==> src/design/sgop_pkg.sv <==
package sgop_pkg;

  localparam int TILE_ROWS = 4;
  localparam int TILE_COLS = 8;
  localparam int MAX_ROWS  = 4;
  localparam int MAX_COLS  = 8;
  localparam int LEN_W     = 13;
  localparam int STEP_W    = 12;
  localparam int ROW_W     = 2;
  localparam logic [LEN_W-1:0] MAX_K = 13'd4096;
  localparam logic [31:0] CANON_NAN = 32'h7FC0_0000;

  typedef struct packed {
    logic [31:0] a_row0;
    logic [31:0] a_row1;
    logic [31:0] a_row2;
    logic [31:0] a_row3;
    logic [31:0] b_col0;
    logic [31:0] b_col1;
    logic [31:0] b_col2;
    logic [31:0] b_col3;
    logic [31:0] b_col4;
    logic [31:0] b_col5;
    logic [31:0] b_col6;
    logic [31:0] b_col7;
  } in_item_t;

  typedef struct packed {
    logic [1:0]  row_index;
    logic [31:0] sum_col0;
    logic [31:0] sum_col1;
    logic [31:0] sum_col2;
    logic [31:0] sum_col3;
    logic [31:0] sum_col4;
    logic [31:0] sum_col5;
    logic [31:0] sum_col6;
    logic [31:0] sum_col7;
    logic        last_row;
  } out_item_t;

  typedef struct packed {
    logic use_zero;
    logic acc_we;
  } lane_ctl_t;

  typedef logic [MAX_ROWS-1:0][MAX_COLS-1:0][31:0] tile_t;

  function automatic logic [5:0] lzc48(input logic [47:0] v);
    logic [5:0] n;
    logic       found;
    n = 6'd48;
    found = 1'b0;
    for (int i = 47; i >= 0; i--) begin
      if (!found && v[i]) begin
        n = 6'(47 - i);
        found = 1'b1;
      end
    end
    return n;
  endfunction

  function automatic logic [4:0] lzc28(input logic [27:0] v);
    logic [4:0] n;
    logic       found;
    n = 5'd28;
    found = 1'b0;
    for (int i = 27; i >= 0; i--) begin
      if (!found && v[i]) begin
        n = 5'(27 - i);
        found = 1'b1;
      end
    end
    return n;
  endfunction

  function automatic logic [31:0] canon(input logic [31:0] f);
    if (f[30:23] == 8'hFF && f[22:0] != 23'd0) begin
      return CANON_NAN;
    end
    return f;
  endfunction

endpackage

==> src/design/sgop_merge.sv <==
module sgop_merge #(
  parameter int TILE_ROWS = sgop_pkg::TILE_ROWS,
  parameter int TILE_COLS = sgop_pkg::TILE_COLS
) (
  input  logic                clk,
  input  logic                rst_n,
  input  logic                wr_en,
  input  sgop_pkg::tile_t     wr_tile,
  output logic                out_valid,
  input  logic                out_ready,
  output sgop_pkg::out_item_t out_data,
  output logic                pend_full
);

  localparam logic [sgop_pkg::ROW_W-1:0] LAST_ROW = sgop_pkg::ROW_W'(TILE_ROWS - 1);

  sgop_pkg::tile_t                 buf_r, buf_nxt;
  sgop_pkg::tile_t                 pend_r, pend_nxt;
  logic                            busy_r, busy_nxt;
  logic                            pend_v_r, pend_v_nxt;
  logic                            free;
  logic [sgop_pkg::ROW_W-1:0]      ptr_r, ptr_nxt;
  logic [sgop_pkg::MAX_COLS-1:0][31:0] col;

  always_comb begin
    busy_nxt   = busy_r;
    ptr_nxt    = ptr_r;
    buf_nxt    = buf_r;
    pend_nxt   = pend_r;
    pend_v_nxt = pend_v_r;
    free       = !busy_r || (out_ready && ptr_r == LAST_ROW);
    if (busy_r && out_ready && ptr_r != LAST_ROW) begin
      ptr_nxt = ptr_r + 1'b1;
    end
    if (free) begin
      busy_nxt = pend_v_r || wr_en;
      ptr_nxt  = '0;
      if (pend_v_r) begin
        buf_nxt    = pend_r;
        pend_v_nxt = wr_en;
        if (wr_en) begin
          pend_nxt = wr_tile;
        end
      end else if (wr_en) begin
        buf_nxt = wr_tile;
      end
    end else if (wr_en) begin
      pend_nxt   = wr_tile;
      pend_v_nxt = 1'b1;
    end
  end

  always_ff @(posedge clk) begin
    if (!rst_n) begin
      busy_r   <= 1'b0;
      pend_v_r <= 1'b0;
      ptr_r    <= '0;
    end else begin
      busy_r   <= busy_nxt;
      pend_v_r <= pend_v_nxt;
      ptr_r    <= ptr_nxt;
    end
    buf_r  <= buf_nxt;
    pend_r <= pend_nxt;
  end

  always_comb begin
    for (int c = 0; c < sgop_pkg::MAX_COLS; c++) begin
      col[c] = (c < TILE_COLS) ? sgop_pkg::canon(buf_r[ptr_r][c]) : 32'd0;
    end
  end

  assign pend_full = pend_v_r;
  assign out_valid = busy_r;
  assign out_data  = '{
    row_index: ptr_r,
    sum_col0:  col[0],
    sum_col1:  col[1],
    sum_col2:  col[2],
    sum_col3:  col[3],
    sum_col4:  col[4],
    sum_col5:  col[5],
    sum_col6:  col[6],
    sum_col7:  col[7],
    last_row:  ptr_r == LAST_ROW
  };

endmodule

==> config.mk <==
export PLATFORM = sky130hd
export DESIGN_NAME = sgop_merge
export DESIGN_NICKNAME = d
export VERILOG_FILES = /design/src/design/sgop_pkg.sv /design/src/design/sgop_merge.sv
export SDC_FILE = /design/constraint.sdc
export NUM_CORES = 2
export LEC_CHECK = 0
export BUFFER_PORTS_ARGS = -buffer_cell sky130_fd_sc_hd__buf_2
export CORE_AREA = 2 2 506 508
export CTS_CLUSTER_DIAMETER = 80
export DETAILED_ROUTE_END_ITERATION = 7
export DIE_AREA = 0 0 508 510
export GPL_ROUTABILITY_DRIVEN = 0
export GPL_TIMING_DRIVEN = 0
export PLACE_DENSITY = 0.61
export SLEW_MARGIN = 20
export SYNTH_ARGS = -nofsm -noshare
export SYNTH_HDL_FRONTEND = slang
export SYNTH_SLANG_ARGS = --single-unit
export TNS_END_PERCENT = 30
==> constraint.sdc <==
create_clock -name clk -period 105.2 [get_ports clk]
set_input_delay 5.26 -clock clk [delete_from_list [all_inputs] [get_ports clk]]
set_output_delay 5.26 -clock clk [all_outputs]
set_load 0.005 [all_outputs]
==> results by group <==
STA
  • Fin. Hold Viols: 0
  • Finish-stage setup viols: 0
  • TNS Setup: 0 ps
  • Actual slew at the worst max-slew pin: 1171 ps
  • Tmin final: 10540 ps
  • Relative slew slack: 21.94%
  • Max-slew violation count: 0
  • Crit share post-route: 10.02%
  • Max Fclk: 0.09491 GHz
  • RSZ-0062 raised after global routing: no
  • Clock skew: 92.12 ps

CTS
  • Post_cts resized: 0
  • CTS Buf Count: 220
  • Post-CTS Setup Bufs: 0
  • Clk Latency, worst-skew pair: 880 ps
  • CTS tree: done
  • H-tree depth: 4
  • Clk root buf: clkbuf_16
  • CTS max path bufs: 3
  • Clk slew on worst S/H paths: 70 ps
  • Hold buffers post-CTS: 0
  • CTS Sinks: 2052

Power and ir drop
  • Power per cell area: 19.28 nW/um^2
  • Leakage: 0.03520 uW
  • VDD IR max: 18.13 uV

Setup path
  • Slowest-stage cell, CP: buf_4
  • Cells along the critical path: buf_2 -> buf_2 -> buf_4 -> mux4_2 -> nor4_1 -> nand2_1 -> o21ai_1 -> and2_1 -> buf_2
  • Element type at the critical path end: output port
  • Slowest stage delay, CP: 740 ps
  • CP bufs+invs: 4
  • Worst Path Arrival: 5280 ps
  • Setup crit start kind: flip-flop
  • Crit path max-delay family: buffers and inverters
  • Worst Setup Path Type: reg2out
  • Worst Path Required: 99940 ps
  • Critical path fanouts, max: 10
  • Top cell by count, worst path: buf_2

Final layout
  • Layout cells sized above 1: 55.06%
  • Filler cells: 22.91k
  • Non-filler instance count after layout: 9125
  • Final nets: 6457
  • Area delta synth->final: 25.46%

Global routing
  • Maximum number of pins on one net before global-route repair: 51
  • Vias in the first global route: 46.97k
  • Global-route usage over all layers: 24.69%
  • First-pass GRT wire length: 425.9 mm
  • Antenna violations before repair: 255
  • GRT Residual Overflow: 0

Drt
  • TritonRoute pass-1 iters: 5
  • Routed WL: 329.9 mm
  • WL/cell: 36.15 um
  • Antenna Violating Nets Remaining: 0
  • DR vias/cell: 5.179
  • Vias: 47.25k
  • Drt drc: 0
  • Drt first-iter violations: 5232

Place
  • Cells after DPL: 8572
  • Final HPWL DP: 247.6 mm
  • IO buf count: 1288

Yosys
  • Synth Net Count: 4853
  • Top cell type's share of synthesized area: 75.45%
  • Most frequent cells after synthesis: edfxtp_1 (2048), mux2_2 (1024), mux4_2 (256)
  • Sequential area share after synthesis: 75.54%
  • Dominant cells by area after synthesis: edfxtp_1 (75%), mux2_2 (14%), mux4_2 (7.1%)
  • Post-synth EDFFs: 2048
  • Primary FF master, synth: edfxtp_1
  • Yosys reg bits: 2052
  • Asr flop ratio synth: 0%
  • Dominant cell type by area after synthesis: edfxtp_1
  • Synthesized instance count: 3824
  • Post-synthesis cell type count: 27
  • YS warnings: 0
  • Synth Area per Inst: 21.32 um^2
  • Netlist Area Pre-Place: 81510 um^2
  • Cell with the most instances after synthesis: edfxtp_1

Die
  • Die X: 508 um
  • Total core area: 253500 um^2
  • Initial core utilization: 32.16%
  • Row count: 185
  • Die area: 259100 um^2
  • # IOs: 1289
  • Die Ht: 510 um

Status
  • Status: finished clean

Worst hold path
  • Hold crit path type: reg2reg

Flow run
  • Max Cap Viol: 0
==> path summary, 6_finish.rpt <==
path,startpoint,to,slack (ps),cells past startpoint
max,ptr_r[0],out_data[256],94660,9
min,pend_r[595],buf_r[595],470,1
max reg2reg,pend_full,pend_r[551],100290,10
min reg2reg,pend_r[595],buf_r[595],470,1
==> flip-flops by register name (all words and copies together), names as in the netlist <==
signal / cells
buf_r: 1024
pend_r: 1024
ptr_r: 2
out_valid: 1
pend_full: 1
==> where the power goes <==
group          switching [uW]  internal, uW  leakage (uW)
Combinational             106          81.4        0.0122
Clock                     345           454       0.00358
Sequential               15.6           969        0.0194
Total                     467          1500        0.0352
==> layout make-up <==
type                            count  area, um^2  share of cell area [%]
Sequential cell                  2052       61580                   60.21
Antenna cell                      154       385.4                  0.3768
Inverter                            1       3.754                0.003670
Tap cell                         3366        4212                   4.118
Timing Repair Buffer             1382        8596                   8.405
Clock inverter                    140        1735                   1.697
Buffer                            188       942.2                  0.9213
Multi-Input combinational cell   1583       19160                   18.74
Clock buffer                      259        5652                   5.526
==> cells in the final DEF, fill, tap and decap left out, drive strengths merged <==
master,n
o21ai,9
and3,2
a21boi,2
clkbuf,407
ha,1
edfxtp,2048
and2,8
nor2,10
nor4,40
nand2,10
mux4,256
clkinvlp,9
nand2b,9
o31a,1
mux2,1024
mux2i,1
dfxtp,4
clkinv,87
bufinv,27
nor2b,176
inv,18
nand4,24
diode,154
o21a,1
nor3,8
buf,1422
o22ai,1
==> cells by family after synthesis <==
| kind of cell | Yosys count | share of synthesized area, % |
|---|---|---|
| simple gates | 287 | 2.129 |
| compound gates | 14 | 0.1013 |
| buf+inv | 189 | 0.9793 |
| fa+ha+maj | 1 | 0.01535 |
| flops | 2052 | 75.54 |
| mux | 1281 | 21.23 |
==> metrics by stage <==
stage                     power [uW]  hold slack, ps  area (um^2)  util [%]  setup slack (ps)
final                           1971           469.2       102300     40.35             94660
after global routing            2027           502.8       102000     40.24             94470
after CTS                       1986           469.2       101900     40.20             94580
after detailed placement        1190           506.5        94500     37.28             95580
after global placement          1296           489.5        92170     36.37             31480
after floorplan                 1158           494.9        81510         -             54990
==> metal layers <==
layer  wire [um]  global-route usage (%)  part of all wire [%]
met1      121800                   29.34                    37
met5         991                       0                  0.30
met2      157000                   40.34                    48
met4       17910                   11.81                   5.4
met3       32100                   8.204                   9.7
Power figures use the tool's default switching activity.
